===== src/rtl/core/acct_pkg.sv =====
// ----------------------------------------------------------------------------
// acct_pkg - shared types and constants for the shape pair collision test
// Holds the default coordinate width and the control word that travels with
// each request down the pipeline.
// ----------------------------------------------------------------------------
package acct_pkg;

	localparam int unsigned COORD_WIDTH = 24;

	// Control word of one pipeline stage.
	typedef struct packed {
		logic valid;     // stage holds a request
		logic overlap;   // bounding boxes overlap strictly
		logic box_pair;  // both shapes are boxes: overlap alone decides
	} ctrl_t;

endpackage


===== src/rtl/core/acct_pair_if.sv =====
// ----------------------------------------------------------------------------
// acct_pair_if - request channel carrying one pair of shapes
// Valid/ready handshake; the payload holds type, corner and size of each shape.
// ----------------------------------------------------------------------------
interface acct_pair_if #(
	parameter int unsigned COORD_WIDTH = acct_pkg::COORD_WIDTH
);
	logic                          valid;
	logic                          ready;
	logic                          first_is_circle;
	logic                          second_is_circle;
	logic signed [COORD_WIDTH-1:0] first_left;
	logic signed [COORD_WIDTH-1:0] first_top;
	logic        [COORD_WIDTH-2:0] first_width;
	logic        [COORD_WIDTH-2:0] first_height;
	logic signed [COORD_WIDTH-1:0] second_left;
	logic signed [COORD_WIDTH-1:0] second_top;
	logic        [COORD_WIDTH-2:0] second_width;
	logic        [COORD_WIDTH-2:0] second_height;

	modport source (
		output valid, first_is_circle, second_is_circle,
		output first_left, first_top, first_width, first_height,
		output second_left, second_top, second_width, second_height,
		input  ready
	);

	modport sink (
		input  valid, first_is_circle, second_is_circle,
		input  first_left, first_top, first_width, first_height,
		input  second_left, second_top, second_width, second_height,
		output ready
	);
endinterface


===== src/rtl/core/acct_result_if.sv =====
// ----------------------------------------------------------------------------
// acct_result_if - result channel of the collision test
// Valid/ready handshake; the payload holds the fine hit and the box overlap.
// ----------------------------------------------------------------------------
interface acct_result_if;
	logic valid;
	logic ready;
	logic collides;
	logic boxes_overlap;

	modport source (output valid, collides, boxes_overlap, input ready);
	modport sink   (input valid, collides, boxes_overlap, output ready);
endinterface


===== src/rtl/core/acct_setup.sv =====
// ----------------------------------------------------------------------------
// acct_setup - stage 1: box overlap test and doubled-unit geometry
// Picks the circle, computes its doubled center, the doubled clamp window
// and the doubled radius; registers them with the overlap flag.
// ----------------------------------------------------------------------------
module acct_setup #(
	parameter int unsigned COORD_WIDTH = acct_pkg::COORD_WIDTH
) (
	input  logic                          clk,
	input  logic                          arst_n,
	input  logic                          en,
	input  logic                          in_valid,
	input  logic                          first_is_circle,
	input  logic                          second_is_circle,
	input  logic signed [COORD_WIDTH-1:0] first_left,
	input  logic signed [COORD_WIDTH-1:0] first_top,
	input  logic        [COORD_WIDTH-2:0] first_width,
	input  logic        [COORD_WIDTH-2:0] first_height,
	input  logic signed [COORD_WIDTH-1:0] second_left,
	input  logic signed [COORD_WIDTH-1:0] second_top,
	input  logic        [COORD_WIDTH-2:0] second_width,
	input  logic        [COORD_WIDTH-2:0] second_height,
	output acct_pkg::ctrl_t               ctrl_s1,
	output logic signed [COORD_WIDTH+1:0] cx_s1,
	output logic signed [COORD_WIDTH+1:0] cy_s1,
	output logic signed [COORD_WIDTH+1:0] lox_s1,
	output logic signed [COORD_WIDTH+1:0] hix_s1,
	output logic signed [COORD_WIDTH+1:0] loy_s1,
	output logic signed [COORD_WIDTH+1:0] hiy_s1,
	output logic        [COORD_WIDTH-1:0] rad_s1
);
	localparam int unsigned EW = COORD_WIDTH + 2;

	logic signed [EW-1:0] ax, ay, aw, ah, bx, by, bw, bh;
	logic signed [EW-1:0] a_right, a_bottom, b_right, b_bottom;
	logic signed [EW-1:0] a_cx, a_cy, b_cx, b_cy;
	logic                 overlap, both_circle, second_only;
	logic [COORD_WIDTH-1:0] rad_sum;

	always_comb begin
		ax = EW'(first_left);
		ay = EW'(first_top);
		bx = EW'(second_left);
		by = EW'(second_top);
		aw = EW'({3'b000, first_width});
		ah = EW'({3'b000, first_height});
		bw = EW'({3'b000, second_width});
		bh = EW'({3'b000, second_height});

		a_right  = ax + aw;
		a_bottom = ay + ah;
		b_right  = bx + bw;
		b_bottom = by + bh;

		// Touching edges do not count.
		overlap = !((a_right <= bx) || (ax >= b_right) ||
			(a_bottom <= by) || (ay >= b_bottom));

		a_cx = (ax <<< 1) + aw;
		a_cy = (ay <<< 1) + ah;
		b_cx = (bx <<< 1) + bw;
		b_cy = (by <<< 1) + bh;

		both_circle = first_is_circle & second_is_circle;
		second_only = second_is_circle & ~first_is_circle;
		rad_sum     = COORD_WIDTH'({1'b0, first_width}) + COORD_WIDTH'({1'b0, second_width});
	end

	always_ff @(posedge clk or negedge arst_n) begin
		if (!arst_n) begin
			ctrl_s1 <= '0;
		end else if (en) begin
			ctrl_s1.valid    <= in_valid;
			ctrl_s1.overlap  <= overlap;
			ctrl_s1.box_pair <= ~first_is_circle & ~second_is_circle;
		end
	end

	// Circle against circle uses a degenerate window at the other center.
	always_ff @(posedge clk) begin
		if (en) begin
			if (second_only) begin
				cx_s1  <= b_cx;
				cy_s1  <= b_cy;
				lox_s1 <= ax <<< 1;
				hix_s1 <= a_right <<< 1;
				loy_s1 <= ay <<< 1;
				hiy_s1 <= a_bottom <<< 1;
				rad_s1 <= COORD_WIDTH'({1'b0, second_width});
			end else if (both_circle) begin
				cx_s1  <= a_cx;
				cy_s1  <= a_cy;
				lox_s1 <= b_cx;
				hix_s1 <= b_cx;
				loy_s1 <= b_cy;
				hiy_s1 <= b_cy;
				rad_s1 <= rad_sum;
			end else begin
				cx_s1  <= a_cx;
				cy_s1  <= a_cy;
				lox_s1 <= bx <<< 1;
				hix_s1 <= b_right <<< 1;
				loy_s1 <= by <<< 1;
				hiy_s1 <= b_bottom <<< 1;
				rad_s1 <= COORD_WIDTH'({1'b0, first_width});
			end
		end
	end
endmodule


===== src/rtl/core/acct_offset.sv =====
// ----------------------------------------------------------------------------
// acct_offset - stage 2: distance from circle center to its clamp point
// Clamps the center into the window and takes the absolute offset per axis.
// ----------------------------------------------------------------------------
module acct_offset #(
	parameter int unsigned COORD_WIDTH = acct_pkg::COORD_WIDTH
) (
	input  logic                          clk,
	input  logic                          arst_n,
	input  logic                          en,
	input  acct_pkg::ctrl_t               ctrl_s1,
	input  logic signed [COORD_WIDTH+1:0] cx_s1,
	input  logic signed [COORD_WIDTH+1:0] cy_s1,
	input  logic signed [COORD_WIDTH+1:0] lox_s1,
	input  logic signed [COORD_WIDTH+1:0] hix_s1,
	input  logic signed [COORD_WIDTH+1:0] loy_s1,
	input  logic signed [COORD_WIDTH+1:0] hiy_s1,
	input  logic        [COORD_WIDTH-1:0] rad_s1,
	output acct_pkg::ctrl_t               ctrl_s2,
	output logic        [COORD_WIDTH-1:0] dx_s2,
	output logic        [COORD_WIDTH-1:0] dy_s2,
	output logic        [COORD_WIDTH-1:0] rad_s2
);
	localparam int unsigned EW = COORD_WIDTH + 2;

	logic [EW-1:0] dx_full, dy_full;

	// While the boxes overlap the offset stays below 2^COORD_WIDTH, so the
	// low bits are exact; otherwise the result is masked later anyway.
	always_comb begin
		if (cx_s1 < lox_s1) begin
			dx_full = EW'(lox_s1 - cx_s1);
		end else if (cx_s1 > hix_s1) begin
			dx_full = EW'(cx_s1 - hix_s1);
		end else begin
			dx_full = '0;
		end
		if (cy_s1 < loy_s1) begin
			dy_full = EW'(loy_s1 - cy_s1);
		end else if (cy_s1 > hiy_s1) begin
			dy_full = EW'(cy_s1 - hiy_s1);
		end else begin
			dy_full = '0;
		end
	end

	always_ff @(posedge clk or negedge arst_n) begin
		if (!arst_n) begin
			ctrl_s2 <= '0;
		end else if (en) begin
			ctrl_s2 <= ctrl_s1;
		end
	end

	always_ff @(posedge clk) begin
		if (en) begin
			dx_s2  <= dx_full[COORD_WIDTH-1:0];
			dy_s2  <= dy_full[COORD_WIDTH-1:0];
			rad_s2 <= rad_s1;
		end
	end
endmodule


===== src/rtl/core/acct_square.sv =====
// ----------------------------------------------------------------------------
// acct_square - stage 3: squares of both offsets and of the radius
// Three parallel multipliers, each registered.
// ----------------------------------------------------------------------------
module acct_square #(
	parameter int unsigned COORD_WIDTH = acct_pkg::COORD_WIDTH
) (
	input  logic                            clk,
	input  logic                            arst_n,
	input  logic                            en,
	input  acct_pkg::ctrl_t                 ctrl_s2,
	input  logic [COORD_WIDTH-1:0]          dx_s2,
	input  logic [COORD_WIDTH-1:0]          dy_s2,
	input  logic [COORD_WIDTH-1:0]          rad_s2,
	output acct_pkg::ctrl_t                 ctrl_s3,
	output logic [2*COORD_WIDTH-1:0]        dx2_s3,
	output logic [2*COORD_WIDTH-1:0]        dy2_s3,
	output logic [2*COORD_WIDTH-1:0]        rad2_s3
);
	always_ff @(posedge clk or negedge arst_n) begin
		if (!arst_n) begin
			ctrl_s3 <= '0;
		end else if (en) begin
			ctrl_s3 <= ctrl_s2;
		end
	end

	always_ff @(posedge clk) begin
		if (en) begin
			dx2_s3  <= (2*COORD_WIDTH)'(dx_s2) * (2*COORD_WIDTH)'(dx_s2);
			dy2_s3  <= (2*COORD_WIDTH)'(dy_s2) * (2*COORD_WIDTH)'(dy_s2);
			rad2_s3 <= (2*COORD_WIDTH)'(rad_s2) * (2*COORD_WIDTH)'(rad_s2);
		end
	end
endmodule


===== src/rtl/core/aabb_circle_collision_test_top.sv =====
// ----------------------------------------------------------------------------
// aabb_circle_collision_test_top - streaming collision test for shape pairs
// Strict bounding box overlap plus exact circle/box fine test per request.
// ----------------------------------------------------------------------------
// Usage:
//   pair   : request channel (valid/ready). Each request is two shapes, each
//            a box or a circle, given by signed corner and unsigned size in
//            fixed point with 8 fraction bits.
//   result : response channel (valid/ready) with collides and boxes_overlap,
//            one response per request, in request order.
// Throughput: one request per cycle while no response sits unaccepted in the
//   output register (see Stall); no state links requests. A request passes
//   through four register stages in order: setup (box test, doubled centers
//   and clamp window), offset (clamp and absolute distance), square (three
//   multipliers) and the output register (sum of squares against squared
//   radius), which drives result.valid.
// Stall: the whole pipeline holds while a response sits unaccepted in the
//   output register; pair.ready is low exactly then. An empty output register
//   never holds the pipeline, so nothing is dropped or repeated.
// Reset: arst_n clears all stage valid bits at once; the block is ready to
//   accept a request as soon as reset is released.
// ----------------------------------------------------------------------------
module aabb_circle_collision_test_top #(
	parameter int unsigned COORD_WIDTH = acct_pkg::COORD_WIDTH
) (
	input  logic        clk,
	input  logic        arst_n,
	acct_pair_if.sink   pair,
	acct_result_if.source result
);
	logic                            en;
	acct_pkg::ctrl_t                 ctrl_s1, ctrl_s2, ctrl_s3;
	logic signed [COORD_WIDTH+1:0]   cx_s1, cy_s1, lox_s1, hix_s1, loy_s1, hiy_s1;
	logic [COORD_WIDTH-1:0]          rad_s1, dx_s2, dy_s2, rad_s2;
	logic [2*COORD_WIDTH-1:0]        dx2_s3, dy2_s3, rad2_s3;
	logic [2*COORD_WIDTH:0]          dist2;
	logic                            in_reach;
	logic                            valid_s4, collides_s4, overlap_s4;

	// Advance every stage together unless the output holds an untaken response.
	assign en         = ~valid_s4 | result.ready;
	assign pair.ready = en;

	acct_setup #(.COORD_WIDTH(COORD_WIDTH)) u_setup (
		.clk              (clk),
		.arst_n           (arst_n),
		.en               (en),
		.in_valid         (pair.valid),
		.first_is_circle  (pair.first_is_circle),
		.second_is_circle (pair.second_is_circle),
		.first_left       (pair.first_left),
		.first_top        (pair.first_top),
		.first_width      (pair.first_width),
		.first_height     (pair.first_height),
		.second_left      (pair.second_left),
		.second_top       (pair.second_top),
		.second_width     (pair.second_width),
		.second_height    (pair.second_height),
		.ctrl_s1          (ctrl_s1),
		.cx_s1            (cx_s1),
		.cy_s1            (cy_s1),
		.lox_s1           (lox_s1),
		.hix_s1           (hix_s1),
		.loy_s1           (loy_s1),
		.hiy_s1           (hiy_s1),
		.rad_s1           (rad_s1)
	);

	acct_offset #(.COORD_WIDTH(COORD_WIDTH)) u_offset (
		.clk     (clk),
		.arst_n  (arst_n),
		.en      (en),
		.ctrl_s1 (ctrl_s1),
		.cx_s1   (cx_s1),
		.cy_s1   (cy_s1),
		.lox_s1  (lox_s1),
		.hix_s1  (hix_s1),
		.loy_s1  (loy_s1),
		.hiy_s1  (hiy_s1),
		.rad_s1  (rad_s1),
		.ctrl_s2 (ctrl_s2),
		.dx_s2   (dx_s2),
		.dy_s2   (dy_s2),
		.rad_s2  (rad_s2)
	);

	acct_square #(.COORD_WIDTH(COORD_WIDTH)) u_square (
		.clk     (clk),
		.arst_n  (arst_n),
		.en      (en),
		.ctrl_s2 (ctrl_s2),
		.dx_s2   (dx_s2),
		.dy_s2   (dy_s2),
		.rad_s2  (rad_s2),
		.ctrl_s3 (ctrl_s3),
		.dx2_s3  (dx2_s3),
		.dy2_s3  (dy2_s3),
		.rad2_s3 (rad2_s3)
	);

	// Sum carries one extra bit so a large distance never wraps into a hit.
	assign dist2    = {1'b0, dx2_s3} + {1'b0, dy2_s3};
	assign in_reach = dist2 < {1'b0, rad2_s3};

	always_ff @(posedge clk or negedge arst_n) begin
		if (!arst_n) begin
			valid_s4 <= 1'b0;
		end else if (en) begin
			valid_s4 <= ctrl_s3.valid;
		end
	end

	// A box pair hits on overlap alone; any circle also needs the fine test.
	always_ff @(posedge clk) begin
		if (en) begin
			overlap_s4  <= ctrl_s3.overlap;
			collides_s4 <= ctrl_s3.overlap & (ctrl_s3.box_pair | in_reach);
		end
	end

	assign result.valid         = valid_s4;
	assign result.collides      = collides_s4;
	assign result.boxes_overlap = overlap_s4;
endmodule


===== src/flat_wrapper.sv =====
// flat-port wrapper written by rule: the top's interface ports become plain ports
module aabb_circle_collision_test_top_flat 
#(
	parameter int unsigned COORD_WIDTH = acct_pkg::COORD_WIDTH
)
  (clk, arst_n, pair_valid, pair_first_is_circle, pair_second_is_circle, pair_first_left, pair_first_top, pair_first_width, pair_first_height, pair_second_left, pair_second_top, pair_second_width, pair_second_height, pair_ready, result_valid, result_collides, result_boxes_overlap, result_ready);
  acct_pair_if #(.COORD_WIDTH(COORD_WIDTH)) pair_i ();
  acct_result_if result_i ();
  input  logic clk;
  input  logic arst_n;
  input wire logic [$bits(pair_i.valid)-1:0] pair_valid;
  input wire logic [$bits(pair_i.first_is_circle)-1:0] pair_first_is_circle;
  input wire logic [$bits(pair_i.second_is_circle)-1:0] pair_second_is_circle;
  input wire logic [$bits(pair_i.first_left)-1:0] pair_first_left;
  input wire logic [$bits(pair_i.first_top)-1:0] pair_first_top;
  input wire logic [$bits(pair_i.first_width)-1:0] pair_first_width;
  input wire logic [$bits(pair_i.first_height)-1:0] pair_first_height;
  input wire logic [$bits(pair_i.second_left)-1:0] pair_second_left;
  input wire logic [$bits(pair_i.second_top)-1:0] pair_second_top;
  input wire logic [$bits(pair_i.second_width)-1:0] pair_second_width;
  input wire logic [$bits(pair_i.second_height)-1:0] pair_second_height;
  output wire logic [$bits(pair_i.ready)-1:0] pair_ready;
  output wire logic [$bits(result_i.valid)-1:0] result_valid;
  output wire logic [$bits(result_i.collides)-1:0] result_collides;
  output wire logic [$bits(result_i.boxes_overlap)-1:0] result_boxes_overlap;
  input wire logic [$bits(result_i.ready)-1:0] result_ready;
  assign pair_i.valid = pair_valid;
  assign pair_i.first_is_circle = pair_first_is_circle;
  assign pair_i.second_is_circle = pair_second_is_circle;
  assign pair_i.first_left = pair_first_left;
  assign pair_i.first_top = pair_first_top;
  assign pair_i.first_width = pair_first_width;
  assign pair_i.first_height = pair_first_height;
  assign pair_i.second_left = pair_second_left;
  assign pair_i.second_top = pair_second_top;
  assign pair_i.second_width = pair_second_width;
  assign pair_i.second_height = pair_second_height;
  assign pair_ready = pair_i.ready;
  assign result_valid = result_i.valid;
  assign result_collides = result_i.collides;
  assign result_boxes_overlap = result_i.boxes_overlap;
  assign result_i.ready = result_ready;
  aabb_circle_collision_test_top #(.COORD_WIDTH(COORD_WIDTH)) u_core (.clk(clk), .arst_n(arst_n), .pair(pair_i), .result(result_i));
endmodule

===== config.mk =====
export PLATFORM = sky130hd
export DESIGN_NAME = aabb_circle_collision_test_top_flat
export DESIGN_NICKNAME = d
export VERILOG_FILES = /design/src/rtl/core/acct_pkg.sv /design/src/rtl/core/acct_pair_if.sv /design/src/rtl/core/acct_result_if.sv /design/src/rtl/core/acct_setup.sv /design/src/rtl/core/acct_offset.sv /design/src/rtl/core/acct_square.sv /design/src/rtl/core/aabb_circle_collision_test_top.sv /design/src/flat_wrapper.sv
export SDC_FILE = /design/constraint.sdc
export NUM_CORES = 2
export LEC_CHECK = 0
export BUFFER_PORTS_ARGS = -buffer_cell sky130_fd_sc_hd__buf_4
export CELL_PAD_IN_SITES_DETAIL_PLACEMENT = 0
export CELL_PAD_IN_SITES_GLOBAL_PLACEMENT = 1
export CORE_MARGIN = 2
export CORE_UTILIZATION = 35
export CTS_BUF_LIST = sky130_fd_sc_hd__clkbuf_4 sky130_fd_sc_hd__clkbuf_8
export DETAILED_ROUTE_END_ITERATION = 8
export PLACE_DENSITY_LB_ADDON = 0.1
export SETUP_SLACK_MARGIN = 0.3
export SYNTH_ARGS = -nofsm -noshare
export SYNTH_HDL_FRONTEND = slang
export SYNTH_SLANG_ARGS = --single-unit
export TNS_END_PERCENT = 30

===== constraint.sdc =====
create_clock -name clk -period 58.6 [get_ports clk]
set_input_delay 14.65 -clock clk [delete_from_list [all_inputs] [get_ports clk]]
set_output_delay 14.65 -clock clk [all_outputs]
set_load 0.03 [all_outputs]

==> run metrics <==
I/O pin count 198; crit path capture pair_ready; synth-to-layout area growth 8.311%; Gates resized, CTS repair 0; clock buffers created by TritonCTS 82; ratio of cells with drive above 1 in the final layout 5.441%; area taken by multi-input logic gates 63410 um^2; maximum cell stage delay along the critical path 0.54 ns; net count after synthesis 11740; DRC 0; sum of negative setup slack 0 ns; CP dominant cell by count sky130_fd_sc_hd__buf_4; average wire length per cell after detail routing 20.51 um; synthesized instance count 9194; die outline height 495.0 um; launch point of the critical path result_ready; share of the yosys chip area belonging to registers 14.29%; root buf cell sky130_fd_sc_hd__clkbuf_8; number of max-slew violations in the final report 0; Crit Reg-Reg Startpoint u_core.u_offset.dx_s2[8]; clk sink count 403; required time of the worst setup path 43.95 ns; effective utilization at floorplan 35.14%; endpoints failing setup 0; crit end category primary output; fraction of synthesized area in multiplexers 1.238%; CP max stage cell sky130_fd_sc_hd__nand2b_4; hold_buf cts 0; first-pass GRT wire length 399700 um; top library cells by usage in the layout, fill and taps aside 2121 x sky130_fd_sc_hd__inv_1, 1279 x sky130_fd_sc_hd__fa_1, 1069 x sky130_fd_sc_hd__ha_1; worst path buffer plus inverter count 2; pin count of the biggest net entering global routing 148; adder and majority cell fraction of the synthesized area 46.20%; run status completed; total number of vias 62390; std cell rows 180; Synth area leaders sky130_fd_sc_hd__fa_1 30%, sky130_fd_sc_hd__ha_1 16%, sky130_fd_sc_hd__edfxtp_1 14%; Yosys reg bits 403; final worst path period share 51.59%; Crit Path Category in2out; Crit. path cell count 3; global-route total usage across every layer 21.38%; RSZ-0062 raised after global routing false; post-synthesis cell area 84360 um^2; Synth Flop Type sky130_fd_sc_hd__edfxtp_1; Layout fillers 24700; simple-gate area share of the yosys netlist 11.30%; reg-to-reg endpoint u_core.u_square.dx2_s3[47]; number of DRC markers after the initial detailed-route iteration 3196; number of antenna violations at the first check in global routing 30; Post-synth ARST share 2.481%; top cell type by total area after synthesis sky130_fd_sc_hd__fa_1; data arrival time at the worst-slack endpoint 15.58 ns; register area 12050 um^2; reg-to-reg slack, setup 50.13 ns; most common cell after layout, fill and taps aside sky130_fd_sc_hd__inv_1; net total in the final layout 11870; number of levels in the clock H-tree 3; Pre-antenna DRT Iters 5; die outline area 245000 um^2; crit path launch type primary input; Placeable Area 240100 um^2; total congestion overflow 0; post-synthesis xor/xnor area fraction 4.641%; worst-margin pin slew 1.107 ns; die boundary width 495.0 um; fraction of synthesized cell area taken by the top area cell type 30.35%; endpoints failing hold 0; via density per instance 4.956; worst-path maximum fanout 39; vias in the first global route 66630; Bufs on Longest Clock Path 3; dominant combinational cell family by area after synthesis adder cells; compound-cell area share of the yosys netlist 11.76%; Critical Path, Cell by Cell buf_4 -> nand2b_4 -> buf_4; Period minus WS final 30.23 ns; routability-driven placement congestion ratio 0.9022; Total Routed Length 258200 um; Max transition margin 26.20%; Final ANT Viol Nets 0; number of distinct library cell variants in the gate-level netlist after synthesis 94; kind of cell adding the most delay to the critical path simple AND/OR/NAND/NOR gates; CTS tree done; r2r worst-path depth 26; Post-CTS Setup Inserts 0; final HPWL from detailed placement 216700 um; Synth warnings 0; maxcap violations 0; number of enable-type register cells in the synthesized netlist 393; clock latency on the worst-skew pair 0.82 ns; count of buffers from port buffering 197; highest achievable clock rate 0.03308 GHz; CTS clk-pin slew, worst paths 0.07 ns; Avg Cell Area, Syn 9.176 um^2; worst min-delay path class reg2reg; worst setup skew after layout 0.08354 ns
-- logic make-up after synthesis --
group                    after synthesis
buffers and inverters               2361
XOR/XNOR                             447
AO/OA/AOI/OAI                       1552
AND/OR/NAND/NOR                     1981
adder cells (fa/ha/maj)             2348
flip-flops                           403
multiplexers                         102
-- synthesized netlist by cell type (all sizes together), types with 100 or more instances --
library cell  number
clkbuf           218
xnor2            280
ha              1069
a21o             251
nor2             374
a21oi            496
inv             2122
fa              1279
edfxtp           393
nand2            717
nand3            100
o21ai            279
xor2             167
and2             354
-- flip-flops by register name, indices dropped and copies added (netlist names) --
signal	count
u_core.u_setup.loy_s1	25
u_core.u_setup.rad_s1	24
u_core.result.boxes_overlap	1
u_core.u_offset.rad_s2	24
u_core.u_square.rad2_s3	47
u_core.u_setup.hix_s1	26
u_core.u_setup.ctrl_s1	3
u_core.u_square.dy2_s3	47
u_core.u_offset.dx_s2	24
u_core.u_setup.cy_s1	26
u_core.u_setup.cx_s1	26
u_core.u_offset.ctrl_s2	3
u_core.result.collides	1
u_core.u_square.dx2_s3	47
u_core.u_square.ctrl_s3	3
u_core.u_setup.hiy_s1	26
u_core.u_setup.lox_s1	25
u_core.u_offset.dy_s2	24
u_core.result.valid	1
-- layer usage --
metal  track usage (%)  share of wire, %
met1             28.73                45
met4             5.836               2.9
met3             2.055               3.2
met5                 0             0.021
met2             36.61                49
-- worst register-to-register path, stage by stage, from the launching register on --
cell	delay, ns
sky130_fd_sc_hd__edfxtp_1	0.32
sky130_fd_sc_hd__buf_4	0.35
sky130_fd_sc_hd__inv_1	0.37
sky130_fd_sc_hd__fa_1	0.62
sky130_fd_sc_hd__inv_1	0.06
sky130_fd_sc_hd__fa_1	0.50
sky130_fd_sc_hd__inv_1	0.05
sky130_fd_sc_hd__fa_1	0.48
sky130_fd_sc_hd__inv_1	0.06
sky130_fd_sc_hd__fa_1	0.53
sky130_fd_sc_hd__inv_1	0.06
sky130_fd_sc_hd__fa_1	0.54
sky130_fd_sc_hd__inv_1	0.05
sky130_fd_sc_hd__fa_1	0.50
sky130_fd_sc_hd__inv_1	0.06
sky130_fd_sc_hd__fa_1	0.48
sky130_fd_sc_hd__inv_1	0.05
sky130_fd_sc_hd__ha_1	0.36
sky130_fd_sc_hd__and3_4	0.25
sky130_fd_sc_hd__a311o_1	0.33
sky130_fd_sc_hd__a211o_1	0.40
sky130_fd_sc_hd__a211oi_4	0.38
sky130_fd_sc_hd__o21ai_2	0.16
sky130_fd_sc_hd__a311o_2	0.45
sky130_fd_sc_hd__a21oi_1	0.20
sky130_fd_sc_hd__o31ai_1	0.12
sky130_fd_sc_hd__xnor2_1	0.50
-- how the worst min path moves through the flow --
stage	cells after the start	startpoint	slack, ns	end
after floorplan	0	u_core.u_setup.rad_s1[0]	0.40	u_core.u_offset.rad_s2[0]
after global placement	0	u_core.u_setup.rad_s1[1]	0.40	u_core.u_offset.rad_s2[1]
after detailed placement	0	u_core.u_setup.rad_s1[10]	0.40	u_core.u_offset.rad_s2[10]
after CTS	0	u_core.u_setup.rad_s1[12]	0.40	u_core.u_offset.rad_s2[12]
after global routing	0	u_core.u_setup.rad_s1[12]	0.39	u_core.u_offset.rad_s2[12]
final	0	u_core.u_setup.rad_s1[12]	0.41	u_core.u_offset.rad_s2[12]
-- final cells by class --
class,instances,share of cell area [%]
Multi-Input combinational cell,6430,69.40
Sequential cell,403,13.19
Inverter,2123,8.721
Tap cell,3185,4.361
Timing Repair Buffer,289,2.392
Clock buffer,103,1.414
Clock inverter,44,0.4943
Antenna cell,12,0.03286
-- metrics by stage --
step	util, %	setup WS, ns	instance area (um^2)	hold WS [ns]	cells
CTS	38.05	28.33	91350	0.3988	12580
finish	38.06	28.37	91380	0.4063	12590
global route	38.06	28.31	91370	0.3917	12590
detailed placement	37.32	28.34	89600	0.4045	12430
global placement	37.32	28.34	89600	0.4026	12430
floorplan	-	18.13	84360	0.4003	9194
Power is not shown: default switching activity piles up to over one toggle a cycle in this logic, so the estimate is an artifact.
